--- src/hdl/utf8_stream_decoder_top_assert.svh ---
// Assertion macros shared by the decoder top level.
`ifndef UTF8_STREAM_DECODER_TOP_ASSERT_SVH
`define UTF8_STREAM_DECODER_TOP_ASSERT_SVH

// Consequent must hold in the same cycle as the antecedent.
`define U8D_ASSERT_SAME(label, clk, rst, ante, cons, msg) \
   label: assert property (@(posedge clk) disable iff (rst) (ante) |-> (cons)) \
      else $error(msg);

// Consequent must hold in the cycle after the antecedent.
`define U8D_ASSERT_NEXT(label, clk, rst, ante, cons, msg) \
   label: assert property (@(posedge clk) disable iff (rst) (ante) |=> (cons)) \
      else $error(msg);

`endif

--- src/hdl/u8d_pkg.sv ---
`timescale 1ns / 1ps

package u8d_pkg;

   typedef enum logic [1:0] {
      KIND_CHAR    = 2'd0,
      KIND_END     = 2'd1,
      KIND_ILLEGAL = 2'd2,
      KIND_LIMIT   = 2'd3
   } kind_type;

   typedef enum logic [0:0] {
      CFG_CHAR_LIMIT = 1'b0,
      CFG_STORE_MODE = 1'b1
   } cfg_index_type;

   localparam logic [15:0] CHAR_LIMIT_RESET = 16'hFFFF;
   localparam logic        STORE_MODE_RESET = 1'b1;
   localparam logic [15:0] COUNT_MAX        = 16'hFFFF;

   localparam logic [1:0] CONT_PREFIX  = 2'b10;
   localparam logic [2:0] LEAD2_PREFIX = 3'b110;
   localparam logic [3:0] LEAD3_PREFIX = 4'b1110;

   localparam int unsigned RSP_TDATA_W = 40;

   typedef struct packed {
      logic [7:0] data_byte;
      logic       string_start;
   } req_type;

   typedef struct packed {
      kind_type    kind;
      logic [15:0] code_point;
      logic [15:0] char_count;
      logic        terminator_written;
      logic        last;
   } rsp_type;

   typedef struct packed {
      logic    valid;
      rsp_type rsp;
   } step_type;

endpackage

--- src/hdl/utf8_stream_decoder_top.sv ---
`timescale 1ns / 1ps
// UTF-8 stream decoder. Bytes of a NUL-terminated string enter on the req_ stream, one
// byte per beat, with req_tuser[0] set on the first byte of each string. Each byte
// that finishes a character, ends the string, breaks a sequence or hits the store
// limit produces one beat on the rsp_ stream; lead bytes and non-final continuation
// bytes of multibyte sequences, and bytes after a final beat, produce none. The final
// beat of a string carries rsp_tlast. A byte accepted on req_ lands in the input
// register, is decoded into the output register once that register can load, and
// is then offered on rsp_. One byte is taken every cycle while the receiver takes
// results; the rate is set by the single decode step between the input and output
// registers. When rsp_tready is low, the output register holds its beat, the input
// register holds one more byte, and req_tready then drops. The csr_ port writes
// char_limit (index 0) and store_mode (index 1); write only while the block is
// idle. Reset empties both registers, sets char_limit to 65535 and store_mode to 1,
// and leaves the decoder waiting for a string start.

module utf8_stream_decoder_top (
   input  logic                               clock,
   input  logic                               reset,
   input  logic                               req_tvalid,
   output logic                               req_tready,
   input  logic [7:0]                         req_tdata,  // data_byte
   input  logic [0:0]                         req_tuser,  // string_start
   output logic                               rsp_tvalid,
   input  logic                               rsp_tready,
   // code_point[15:0], char_count[31:16], terminator_written[32], zero fill
   output logic [u8d_pkg::RSP_TDATA_W-1:0]    rsp_tdata,
   output logic [1:0]                         rsp_tuser,  // kind
   output logic                               rsp_tlast,
   input  logic                               csr_we,
   input  logic [0:0]                         csr_index,
   input  logic [15:0]                        csr_wdata
);

`include "utf8_stream_decoder_top_assert.svh"

   u8d_pkg::req_type  req_item;
   u8d_pkg::req_type  item;
   u8d_pkg::step_type result;
   u8d_pkg::rsp_type  rsp;
   logic              item_valid;
   logic              can_load;
   logic              step;

   assign req_item.data_byte    = req_tdata;
   assign req_item.string_start = req_tuser[0];
   assign step                  = item_valid && can_load;

   u8d_in_stage u_in (
      .clock      (clock),
      .reset      (reset),
      .req_tvalid (req_tvalid),
      .req_tready (req_tready),
      .req_item   (req_item),
      .take       (step),
      .item_valid (item_valid),
      .item       (item)
   );

   u8d_core u_core (
      .clock     (clock),
      .reset     (reset),
      .csr_we    (csr_we),
      .csr_index (csr_index),
      .csr_wdata (csr_wdata),
      .step      (step),
      .item      (item),
      .result    (result)
   );

   u8d_out_stage u_out (
      .clock     (clock),
      .reset     (reset),
      .result    (result),
      .can_load  (can_load),
      .rsp_valid (rsp_tvalid),
      .rsp_ready (rsp_tready),
      .rsp       (rsp)
   );

   assign rsp_tdata = {7'd0, rsp.terminator_written, rsp.char_count, rsp.code_point};
   assign rsp_tuser = rsp.kind;
   assign rsp_tlast = rsp.last;

   `U8D_ASSERT_SAME(a_last_matches_kind, clock, reset, rsp_tvalid, rsp_tlast == (rsp_tuser != u8d_pkg::KIND_CHAR), "tlast disagrees with kind")
   `U8D_ASSERT_SAME(a_code_zero_on_final, clock, reset, rsp_tvalid && rsp_tlast, rsp_tdata[15:0] == 16'd0, "code point not zero on a final beat")
   `U8D_ASSERT_SAME(a_term_only_on_end, clock, reset, rsp_tvalid && rsp_tdata[32], rsp_tuser == u8d_pkg::KIND_END, "terminator flag outside end of string")
   `U8D_ASSERT_NEXT(a_step_fills_output, clock, reset, result.valid, rsp_tvalid && (rsp_tuser == $past(result.rsp.kind)), "decoded result not registered")

endmodule

--- src/hdl/u8d_in_stage.sv ---
`timescale 1ns / 1ps

module u8d_in_stage (
   input  logic              clock,
   input  logic              reset,
   input  logic              req_tvalid,
   output logic              req_tready,
   input  u8d_pkg::req_type  req_item,
   input  logic              take,
   output logic              item_valid,
   output u8d_pkg::req_type  item
);

   logic             valid_ff;
   logic             valid_in;
   u8d_pkg::req_type item_ff;
   logic             accept;

   assign req_tready = !valid_ff || take;
   assign accept     = req_tvalid && req_tready;

   always_comb begin
      if (accept) begin
         valid_in = 1'b1;
      end else if (take) begin
         valid_in = 1'b0;
      end else begin
         valid_in = valid_ff;
      end
   end

   always_ff @(posedge clock) begin
      if (reset) begin
         valid_ff <= 1'b0;
      end else begin
         valid_ff <= valid_in;
      end
   end

   always_ff @(posedge clock) begin
      if (accept) begin
         item_ff <= req_item;
      end
   end

   assign item_valid = valid_ff;
   assign item       = item_ff;

endmodule

--- src/hdl/u8d_core.sv ---
`timescale 1ns / 1ps

module u8d_core (
   input  logic              clock,
   input  logic              reset,
   input  logic              csr_we,
   input  logic [0:0]        csr_index,
   input  logic [15:0]       csr_wdata,
   input  logic              step,
   input  u8d_pkg::req_type  item,
   output u8d_pkg::step_type result
);

   logic [15:0] char_limit_ff;
   logic        store_mode_ff;
   logic [1:0]  pending_ff;
   logic [1:0]  pending_in;
   logic [15:0] partial_ff;
   logic [15:0] partial_in;
   logic [15:0] converted_ff;
   logic [15:0] converted_in;
   logic        finished_ff;
   logic        finished_in;

   always_ff @(posedge clock) begin
      if (reset) begin
         char_limit_ff <= u8d_pkg::CHAR_LIMIT_RESET;
         store_mode_ff <= u8d_pkg::STORE_MODE_RESET;
      end else if (csr_we) begin
         case (csr_index)
            u8d_pkg::CFG_CHAR_LIMIT: char_limit_ff <= csr_wdata;
            u8d_pkg::CFG_STORE_MODE: store_mode_ff <= csr_wdata[0];
            default: ;
         endcase
      end
   end

   always_comb begin
      logic [7:0]  b;
      logic [1:0]  pend;
      logic [1:0]  pend_dec;
      logic [15:0] part;
      logic [15:0] merged;
      logic [15:0] conv;
      logic [15:0] cp;
      logic        fin;
      logic        do_complete;
      logic        do_illegal;

      b    = item.data_byte;
      pend = item.string_start ? 2'd0  : pending_ff;
      part = item.string_start ? 16'd0 : partial_ff;
      conv = item.string_start ? 16'd0 : converted_ff;
      fin  = item.string_start ? 1'b0  : finished_ff;

      pend_dec    = pend - 2'd1;
      merged      = part | (pend_dec[0] ? {4'd0, b[5:0], 6'd0} : {10'd0, b[5:0]});
      cp          = 16'd0;
      do_complete = 1'b0;
      do_illegal  = 1'b0;

      pending_in   = pend;
      partial_in   = part;
      converted_in = conv;
      finished_in  = fin;

      result                         = '0;
      result.rsp.kind                = u8d_pkg::KIND_CHAR;
      result.rsp.char_count          = conv;

      if (!fin) begin
         if (pend != 2'd0) begin
            if (b[7:6] != u8d_pkg::CONT_PREFIX) begin
               do_illegal = 1'b1;
            end else if (pend_dec != 2'd0) begin
               pending_in = pend_dec;
               partial_in = merged;
            end else begin
               pending_in  = 2'd0;
               partial_in  = 16'd0;
               cp          = merged;
               do_complete = 1'b1;
            end
         end else if (b == 8'd0) begin
            result.valid                  = 1'b1;
            result.rsp.kind               = u8d_pkg::KIND_END;
            result.rsp.terminator_written = store_mode_ff && (conv < char_limit_ff);
            result.rsp.last               = 1'b1;
            finished_in                   = 1'b1;
         end else if (!b[7]) begin
            cp          = {8'd0, b};
            do_complete = 1'b1;
         end else if (b[7:5] == u8d_pkg::LEAD2_PREFIX) begin
            pending_in = 2'd1;
            partial_in = {5'd0, b[4:0], 6'd0};
         end else if (b[7:4] == u8d_pkg::LEAD3_PREFIX) begin
            pending_in = 2'd2;
            partial_in = {b[3:0], 12'd0};
         end else begin
            do_illegal = 1'b1;
         end
      end

      if (do_illegal) begin
         result.valid    = 1'b1;
         result.rsp.kind = u8d_pkg::KIND_ILLEGAL;
         result.rsp.last = 1'b1;
         finished_in     = 1'b1;
         pending_in      = 2'd0;
         partial_in      = 16'd0;
      end

      if (do_complete) begin
         result.valid = 1'b1;
         if (store_mode_ff && (conv >= char_limit_ff)) begin
            result.rsp.kind = u8d_pkg::KIND_LIMIT;
            result.rsp.last = 1'b1;
            finished_in     = 1'b1;
         end else begin
            if (store_mode_ff || (conv != u8d_pkg::COUNT_MAX)) begin
               converted_in = conv + 16'd1;
            end
            result.rsp.code_point = cp;
            result.rsp.char_count = converted_in;
         end
      end

      result.valid = result.valid && step;
   end

   always_ff @(posedge clock) begin
      if (reset) begin
         pending_ff   <= 2'd0;
         partial_ff   <= 16'd0;
         converted_ff <= 16'd0;
         finished_ff  <= 1'b1;
      end else if (step) begin
         pending_ff   <= pending_in;
         partial_ff   <= partial_in;
         converted_ff <= converted_in;
         finished_ff  <= finished_in;
      end
   end

endmodule

--- src/hdl/u8d_out_stage.sv ---
`timescale 1ns / 1ps

module u8d_out_stage (
   input  logic              clock,
   input  logic              reset,
   input  u8d_pkg::step_type result,
   output logic              can_load,
   output logic              rsp_valid,
   input  logic              rsp_ready,
   output u8d_pkg::rsp_type  rsp
);

   logic             valid_ff;
   logic             valid_in;
   u8d_pkg::rsp_type rsp_ff;

   assign can_load = !valid_ff || rsp_ready;

   always_comb begin
      if (result.valid) begin
         valid_in = 1'b1;
      end else if (rsp_ready) begin
         valid_in = 1'b0;
      end else begin
         valid_in = valid_ff;
      end
   end

   always_ff @(posedge clock) begin
      if (reset) begin
         valid_ff <= 1'b0;
      end else begin
         valid_ff <= valid_in;
      end
   end

   always_ff @(posedge clock) begin
      if (result.valid) begin
         rsp_ff <= result.rsp;
      end
   end

   assign rsp_valid = valid_ff;
   assign rsp       = rsp_ff;

endmodule
--- config.mk ---
export PLATFORM = sky130hd
export DESIGN_NAME = utf8_stream_decoder_top
export DESIGN_NICKNAME = d
export VERILOG_FILES = /design/src/hdl/u8d_pkg.sv /design/src/hdl/utf8_stream_decoder_top.sv /design/src/hdl/u8d_in_stage.sv /design/src/hdl/u8d_core.sv /design/src/hdl/u8d_out_stage.sv
export VERILOG_INCLUDE_DIRS = /design/src /design/src/hdl
export SDC_FILE = /design/constraint.sdc
export NUM_CORES = 1
export LEC_CHECK = 0
export BUFFER_PORTS_ARGS = -buffer_cell sky130_fd_sc_hd__clkbuf_2
export CAP_MARGIN = 5
export CORE_ASPECT_RATIO = 0.8
export CORE_UTILIZATION = 61
export DETAILED_ROUTE_END_ITERATION = 12
export PLACE_DENSITY = 0.95
export SLEW_MARGIN = 0
export SYNTH_ARGS = -nofsm -noshare
export SYNTH_HDL_FRONTEND = slang
export SYNTH_SLANG_ARGS = --single-unit
--- constraint.sdc ---
create_clock -name clock -period 12.3 [get_ports clock]
set_clock_uncertainty 0.2 [all_clocks]
set_input_delay 1.23 -clock clock [delete_from_list [all_inputs] [get_ports clock]]
set_output_delay 1.23 -clock clock [all_outputs]
set_load 0.03 [all_outputs]
=== Word-level counts from Yosys, hierarchy flattened ===
Index checks and enable logic that the tools add are counted.

* Flip-flop bits (word level): 99
* Input bits: 31
* Output and inout bits: 45
* Word-level logic and storage cells: 114

* Add/subtract/negate cells: 2
* $lt $le $gt $ge: 2
* Equal/unequal tests: 4
* Muxes and demuxes: 68
* Bitwise gates (word level): 4
* Reduce and logical (&&, ||, !) cells: 19

{| class="wikitable"
|+ Operators with widths
! operator !! count
|-
| 16-bit 2-to-1 mux || 19
|-
| 35-bit 2-to-1 mux || 1
|-
| 32-bit 2-to-1 mux || 1
|-
| 1-bit 2-to-1 mux || 30
|-
| 2-bit 2-to-1 mux || 11
|-
| 16-bit by 1-bit adder with 16-bit output, second input constant || 1
|-
| 16-bit >= comparator || 1
|-
| 16-bit < comparator || 1
|-
| 16-bit != test, second input constant || 1
|-
| 16-bit OR || 1
|-
| 12-bit 2-to-1 mux || 1
|-
| 3-bit 2-to-1 mux || 4
|-
| 8-bit logical NOT || 1
|-
| 2-bit nonzero test || 4
|-
| 7-bit 2-to-1 mux || 1
|-
| 3-bit OR reduction || 2
|-
| 1-bit logical AND || 5
|-
| 4-bit == test, second input constant || 1
|-
| 2-bit AND reduction || 2
|-
| 3-bit == test, second input constant || 1
|-
| 1-bit logical OR || 3
|-
| 1-bit inverter || 3
|-
| 1-bit logical NOT || 2
|-
| 2-bit != test, second input constant || 1
|-
| 2-bit by 1-bit subtractor with 2-bit output, second input constant || 1
|}

=== Longest topological paths before layout ===
Gate-level depths: netlist of the first run.

* Depth in word-level cells: 12
* Depth in mapped cells: 15
* Mapped depth without buffers: 10

=== Cells and area by module ===
From an unflattened synthesis of the first run, not the netlist that was laid out.

* Cells, all modules: 532
* Area, all modules: 5077.4 um^2

{| class="wikitable"
|+ Modules (own cells, without submodules)
! module !! instances !! cells each !! area an instance (um^2) !! seq. area each (um^2)
|-
| u8d_core || 1 || 469 || 3562.2 || 1041.0
|-
| u8d_out_stage || 1 || 40 || 1127.3 || 1101.1
|-
| u8d_in_stage || 1 || 14 || 325.3 || 290.3
|-
| utf8_stream_decoder_top || 1 || 9 || 62.6 || 0.0
|}

=== Worst setup path after synthesis of the first run ===
OpenSTA, ideal clock, no wires.

* Path kind: register -> register
* Start point: register u_in.item_ff, in the netlist u_in.item[0]
* End point: register u_out.rsp_ff, in the netlist u_out.rsp[0], enable pin
* Setup time: 0.451 ns
* Arrival time: 4.289 ns
* Data required time: 11.649 ns
* Setup slack: 7.360 ns
* Stages on the path, launching flop included: 10
* Buffers on the path: 4
* Period minus slack after synthesis: 4.940 ns
* Cell sequence: edfxtp_1 -> buf_2 -> clkbuf_1 -> nand2b_1 -> buf_1 -> ha_1 -> nor3b_1 -> or4_1 -> clkbuf_1 -> a31oi_1

{| class="wikitable"
|+ RTL lines
! item !! RTL line !! text
|-
| from (decl) || u8d_in_stage.sv:16 || <nowiki>u8d_pkg::req_type item_ff;</nowiki>
|-
| from (signal assigned) || u8d_in_stage.sv:42 || <nowiki>item_ff <= req_item;</nowiki>
|-
| to (signal assigned) || u8d_out_stage.sv:39 || <nowiki>rsp_ff <= result.rsp;</nowiki>
|-
| to (decl) || u8d_out_stage.sv:15 || <nowiki>u8d_pkg::rsp_type rsp_ff;</nowiki>
|}

==> qor.yml, run 1 <==
cts_buffers: 9
status: "completed"
ant_nets: 0
grt_max_degree: 48
hold_viol_final: 0
fillers: 570
postCtsSetupRepairBufs: 0
grt_pass1_vias: 3662
overflow: 0
worst_setup_path_start_kind: "register"
yosysWarnings: 0
p_leak_nw: 2.29
nets: 637
pin_count: 76
drt-pass1-iter-count: 6
ctsResizeCount: 0
clockRootBuffer: "clkbuf_8"
cap_violations: 0
hold_path_class: "register to register"
slew_headroom_pct: 19.6
reg2reg_setup_slack_ps: 8060
die_w_um: 103
tightest_slew_ps: 1210
post-place-cells: 685
vias: 4192
synthCells: 535
reg2reg_from: "u_in.item[0]"
syn_avg_cell_area_um2: 9.39
maxSlewViolCount: 0
cp-end-kind: "register"
hold_end: "u_core.pending_ff[0]"
drive_above_1_share_pct: 16.7
ir_worst_vdd_v: 0.000102
drt-wirelength-per-cell_um: 15.8
fin_setup_tns_ps: 0
min_path_cells: 2
final_cells: 701
die_area_um2: 8600
drc_errors: 0
synthesis.area_um2: 5020
area_growth_pct: 11.3
critPathKind: "register to register"
cts_tree: "built"
cts_hold_buf: 0
clockBufferDepth: 2
h-tree-depth: 3
clock_sinks: 99
synth_seq_area_share_pct: 48.4
async_flop_share_pct: 0
critPathMaxFanout: 47
reg2reg_depth: 6
crit_arrival_ps: 4020
grt_usage_pct: 27.2
dieHeight_um: 83.2
start_util_pct: 63.2
post-dp-hpwl_um: 7710
min_period_over_period_pct: 34.5
r2r-end: "u_out.rsp[4]"
grt_pass1_wl_um: 18000
fin_util_pct: 70.4
rsz0062_at_grt: "no"
gp_congestion: 0.971
port_buffers: 68
powerDensity_nw_per_um2: 116
fmax_ghz: 0.236
rows: 29
synth-edff-count: 45
detail_route.iter0.violations: 537
setup_viol: 0
diodes: 0
via_per_inst: 5.98
antenna_found_initial: 0
clk_pin_slew_ps: 80
ys.flop_type: "dfxtp_1"
synth_cell_types: 60
ys_ff_latch: 99
core_um2: 7950
wl_um: 11100
period_minus_slack_ps: 4240
min_from: "u_core.pending_ff[0]"
clock_latency_ps: 370
cp-startpoint: "u_in.item[0]"
critPathRequiredTime_ps: 12080
synthesized netlist by cell type, types with 2 or more instances:
cell type | instances | area (um^2)
a211o_1 | 2 | 17.5
a211oi_1 | 4 | 30.0
a21oi_1 | 29 | 145
a22oi_1 | 22 | 165
a31oi_1 | 9 | 56.3
and2_0 | 2 | 12.5
and2_1 | 4 | 25.0
and3_1 | 7 | 43.8
and4_1 | 2 | 17.5
buf_1 | 3 | 11.3
buf_2 | 2 | 10.0
buf_4 | 7 | 52.6
clkbuf_1 | 20 | 75.1
dfxtp_1 | 54 | 1080
edfxtp_1 | 45 | 1350
ha_1 | 18 | 225
inv_1 | 27 | 101
mux2i_1 | 7 | 70.1
nand2_1 | 53 | 199
nand2b_1 | 10 | 62.6
nand3_1 | 8 | 40.0
nand4_1 | 5 | 31.3
nand4b_1 | 3 | 26.3
nor2_1 | 51 | 191
nor2b_1 | 21 | 131
nor3_1 | 6 | 30.0
nor3b_1 | 9 | 67.6
nor4_1 | 2 | 12.5
o211ai_1 | 14 | 105
o21ai_0 | 38 | 190
o21ai_1 | 2 | 10.0
o21ba_2 | 5 | 50.1
o22ai_1 | 2 | 12.5
or3_1 | 4 | 25.0
or4_1 | 4 | 30.0
xnor2_1 | 5 | 43.8
xor2_1 | 6 | 52.6
how the worst max path moves through the flow:
stage / end / slack, ps / depth (start not counted)
finish: u_out.rsp[4] / 8060 / 6
global route: u_out.rsp[6] / 7790 / 6
CTS: u_out.rsp[4] / 8090 / 6
detailed placement: u_out.rsp[20] / 8110 / 6
global placement: u_out.rsp[20] / 8250 / 6
floorplan: u_out.rsp[0] / 7360 / 9
per-stage QoR:
stage	power [mW]	hold WS [ps]	worst slack [ps]	area, um^2
after global placement	0.437	254	8250	5390
after CTS	0.647	277	8090	5590
final	0.648	276	8060	5590
after global routing	0.669	289	7790	5590
after floorplan	0.421	237	7360	5050
after detailed placement	0.439	264	8110	5390
report_power, final:
part	switching, mW	internal (mW)
logic	0.0483	0.0228
clock network	0.114	0.101
registers	0.00755	0.355
cell families (layout without fill, tap and decap cells):
| group | Yosys count | count (layout) | synth area share (%) |
|---|---|---|---|
| flops | 99 | 99 | 48.4 |
| simple gates | 198 | 198 | 20.2 |
| other cells | 1 | 7 | 0.0746 |
| buf+inv | 60 | 112 | 5.21 |
| fa+ha+maj | 18 | 18 | 4.48 |
| xor+xnor | 11 | 11 | 1.92 |
| mux | 8 | 8 | 1.62 |
| compound gates | 140 | 140 | 18.1 |
registers in the layout (all words and copies together) (netlist names):
name / count
u_out.rsp: 36
u_core.char_limit_ff: 16
u_core.converted_ff: 16
u_core.partial_ff: 16
u_in.item: 9
u_core.pending_ff: 2
u_core.finished_ff: 1
u_core.store_mode_ff: 1
u_in.item_valid: 1
u_out.rsp_valid: 1
critical path, stage by stage, from the launching register on:
cell and delay (ps):
edfxtp_1 330, buf_4 400, nand2b_1 510, ha_1 540, nor3b_1 130, or4_1 710, a31oi_4 1030
metal layers:
layer	vias to the layer above	GRT usage (%)	part of all wire, %
met5	-	0	0
met4	0	7.68	1.8
met3	26	6.06	9.9
met2	232	37.3	42
met1	1914	42.6	46
li1	2020	-	-
area by class of cell:
cell class                 count  area, um^2  area share [%]
sequential                    99        2430            43.5
clock buffer                  11         141            2.53
multi-input combinational    382        2370            42.4
timing repair buffer          69         348            6.22
clock inverter                 5        62.6            1.12
inverter                      27         101            1.81
tap                          108         135            2.42
placed cells by master (no fill, tap or decap), types with 3 or more instances in the layout:
cell,synthesis,layout
nand2b_1,10,10
a211oi_1,4,4
a22oi_1,22,22
inv_1,27,27
nand3_1,8,8
nand4b_1,3,3
nor3_1,6,6
nor2b_1,21,20
dfxtp_1,54,54
or3_1,4,4
a31oi_1,9,8
o211ai_1,14,14
and2_1,4,4
conb_1,1,7
o21ai_0,38,38
o21ba_2,5,5
clkbuf_2,0,68
clkbuf_8,0,10
ha_1,18,18
xnor2_1,5,5
nand2_1,53,53
xor2_1,6,6
or4_1,4,4
nor3b_1,9,9
edfxtp_1,45,45
nor2_1,51,51
mux2i_1,7,7
nand4_1,5,5
and3_1,7,7
a21oi_1,29,29
Power figures use the tool's default switching activity.
==> inputs of run 2 (changes only) <==
--- a/config.mk
+++ b/config.mk
@@ -6,12 +6,13 @@
 export SDC_FILE = /design/constraint.sdc
 export NUM_CORES = 1
 export LEC_CHECK = 0
+export ABC_AREA = 1
 export BUFFER_PORTS_ARGS = -buffer_cell sky130_fd_sc_hd__clkbuf_2
 export CAP_MARGIN = 5
 export CORE_ASPECT_RATIO = 0.8
-export CORE_UTILIZATION = 61
+export CORE_UTILIZATION = 58
 export DETAILED_ROUTE_END_ITERATION = 12
-export PLACE_DENSITY = 0.95
+export PLACE_DENSITY = 0.93
 export SLEW_MARGIN = 0
 export SYNTH_ARGS = -nofsm -noshare
 export SYNTH_HDL_FRONTEND = slang
==> constraint.sdc (replaced) <==
create_clock -name clock -period 4.4 [get_ports clock]
set_clock_uncertainty 0.2 [all_clocks]
set_input_delay 0.44 -clock clock [delete_from_list [all_inputs] [get_ports clock]]
set_output_delay 0.44 -clock clock [all_outputs]
set_load 0.03 [all_outputs]
==> run 2 against run 1 <==
  * Register-to-register slack lost 7300 ps
  * Worst hold slack lost 210 ps
  * Critical path depth grew 7
  * First-iteration DRC count shrank 4.3%
  * Sequential share of layout area shrank 2.8 points
  * Cell area grew 6.8%
  * Cell count grew 21%
  * Non-clock buffer count grew 5
  * Synthesized cell count grew 26%
  * Synthesized area grew 5.4%
  * Highest routed layer unchanged
==> qor.yml, run 2 <==
met3_length_um: 1240  # +12%
synthesis.area_um2: 5300  # +5.4%
wl_met2_um: 5730  # +23%
grt_max_degree: 37  # -23%
vias: 4944  # +18%
cpPeakStageDelay_ps: 710  # -320 ps
yosysMostFrequentCell: "nand2_1"
placed_area_um2: 5650  # +4.9%
synth-edff-count: 45  # unchanged
synthTopCellsByCount: "nand2_1, inv_1, a21oi_1"
ys.flop_type: "dfxtp_1"
critPathMaxFanout: 33  # -30%
netlist_top_cells_area: "edfxtp_1, dfxtp_1, nand2_1, inv_1, a21oi_1"
setup_slack_ps: 764  # -7290 ps
drt-pass1-iter-count: 6  # unchanged
synth_seq_area_share_pct: 45.9  # -2.5 points
path_depth: 13  # +7
clk_pin_slew_ps: 70  # about the same
critPathRequiredTime_ps: 4370  # -7710 ps
crit_end: "u_out.rsp[24]"
start_util_pct: 61.1  # -2.1 points
area_growth_pct: 12.7
post-dp-hpwl_um: 9750  # +26%
crit_arrival_ps: 3610  # -410 ps
fin_util_pct: 68.9  # -1.5 points
antenna_found_initial: 0  # unchanged
highest_layer: "met4"
dieHeight_um: 87.5  # +5.2%
nets: 780  # +22%
grt_pass1_wl_um: 22200  # +24%
detail_route.iter0.violations: 514  # -4.3%
hold_viol_final: 0  # unchanged
period_minus_slack_ps: 3640  # -607 ps
clock_latency_ps: 340  # -30 ps
port_buffers: 68  # unchanged
met1Wirelength_um: 6400  # +24%
powerDensity_nw_per_um2: 358  # +210%
h-tree-depth: 3  # unchanged
cp-end-kind: "register"
rows: 30  # +3.4%
synthCells: 674  # +26%
clockBufferDepth: 2  # unchanged
grt_usage_pct: 31.0  # +3.9 points
path_cells: "inv_2 > nand2_1 > buf_4 > ha_1 > inv_1 > nor2_2 > inv_1 > nor2_2 > o21ai_1 > inv_2 > buf_4 > nand3_2 > o22ai_1"
min_from: "req_tdata[1]"
worst_setup_path_start_kind: "register"
final_cell_mix: "nand2_1, inv_1, clkbuf_2"
via_per_inst: 5.83  # -2.5%
tightest_slew_ps: 913  # -292 ps
slew_headroom_pct: 38.6  # +19 points
critPathTopFamily: "buffers and inverters"
stdcell_area_um2: 5970  # +6.8%
largest_register_ff_count: 36  # unchanged
rsz0062_at_grt: "no"
ys_ff_latch: 99  # unchanged
core_um2: 8670  # +9.1%
r2r-end: "u_out.rsp[24]"
cts_tree: "built"
reg2reg_setup_slack_ps: 760  # -7290 ps
diodes: 0  # unchanged
status: "completed"
min_period_over_period_pct: 82.6  # +48 points
gp_congestion: 0.895  # -7.8%
yosysTopAreaCell: "edfxtp_1"
critPathKind: "register to register"
yosysWarnings: 0  # unchanged
cp-startpoint: "u_in.item[0]"
die_w_um: 109  # +5.2%
synth_cell_types: 34  # -43%
critPathBufInv: 6  # +5
syn_avg_cell_area_um2: 7.86  # -16%
grt_pass1_vias: 4456  # +22%
drive_above_1_share_pct: 15.5  # -1.2 points
p_leak_nw: 2.77  # +21%
cts_buffers: 9  # unchanged
cts_hold_buf: 0  # unchanged
fin_setup_tns_ps: 0  # unchanged
pre_cts_slack_ps: 865  # -7250 ps
ir_worst_vdd_v: 0.000175  # +72%
reg2reg_from: "u_in.item[0]"
layout_commonest_cell: "nand2_1"
ant_nets: 0  # unchanged
setup_viol: 0  # unchanged
synth_top_area_share_pct: 25.5  # -1.4 points
cap_violations: 0  # unchanged
pin_count: 76  # unchanged
overflow: 0  # unchanged
postCtsSetupRepairBufs: 0  # unchanged
clockRootBuffer: "clkbuf_16"
drt-wirelength-per-cell_um: 16.1  # +1.4%
wl_um: 13600  # +23%
drc_errors: 0  # unchanged
reg2reg_depth: 13  # +7
crit_slowest_cell: "edfxtp_1"
die_area_um2: 9520  # +11%
ctsResizeCount: 0  # unchanged
p_total_mw: 2.14  # +230%
hold_path_class: "primary input to register"
maxSlewViolCount: 0  # unchanged
clock_sinks: 99  # unchanged
fmax_ghz: 0.275  # +17%
async_flop_share_pct: 0  # unchanged
run 2: cell types whose count changed in the layout (fill, tap and decap cells not counted), moves of 17 or more:
cell	change
nand2_1	+81
nor2b_1	-20
a22oi_1	-17
nand3_1	+20
a21oi_1	+30
inv_1	+75
run 2: through the flow:
step	instances	hold slack (ps)
3_3_place_gp	832	254
5_1_grt	848	54.5
2_1_floorplan	680	241
6_report	848	68.7
4_1_cts	848	58.2
3_5_place_dp	832	261
run 2: final cells by class:
type,instances,area (um^2)
clock inverter,6,88.8
inverter,111,417
clock buffer,10,229
multi-input combinational,436,2280
fill,691,2700
sequential,99,2430
tap,112,140
timing repair buffer,74,385
run 2: how the worst min path moves through the flow:
stage | endpoint | slack (ps) | cells after the start
4_1_cts | u_in.item[4] | 60 | 1
6_report | u_in.item[2] | 70 | 1
2_1_floorplan | u_core.finished_ff | 240 | 2
5_1_grt | u_in.item[4] | 50 | 1
3_3_place_gp | u_core.finished_ff | 250 | 2
3_5_place_dp | u_core.partial_ff[6] | 260 | 2
run 2: kinds of logic after synthesis:
group | Yosys count | share of synthesized area (%)
compound gates | 146 | 16.1
flops | 99 | 45.9
buf+inv | 145 | 11.5
other cells | 1 | 0.0708
simple gates | 265 | 22.2
fa+ha+maj | 18 | 4.25
run 2: layer usage:
| layer | up-vias | global-route usage [%] |
|---|---|---|
| met5 | - | 0 |
| met4 | 0 | 9.21 |
| met3 | 27 | 5.46 |
| met2 | 304 | 45.6 |
| met1 | 2250 | 46.5 |
| li1 | 2363 | - |
run 2: where the power goes:
part | switching, mW | internal (mW) | total [mW]
Sequential | 0.0244 | 1.01 | 1.03
Clock | 0.345 | 0.500 | 0.844
Combinational | 0.191 | 0.0697 | 0.261
Total | 0.560 | 1.58 | 2.14
run 2: worst register-to-register path, stage by stage (launching register included):
cell and delay (ps):
edfxtp_1 710, inv_2 70, nand2_1 70, buf_4 210, ha_1 300, inv_1 260, nor2_2 220, inv_1 80
nor2_2 230, o21ai_1 130, inv_2 80, buf_4 320, nand3_2 340, o22ai_1 250
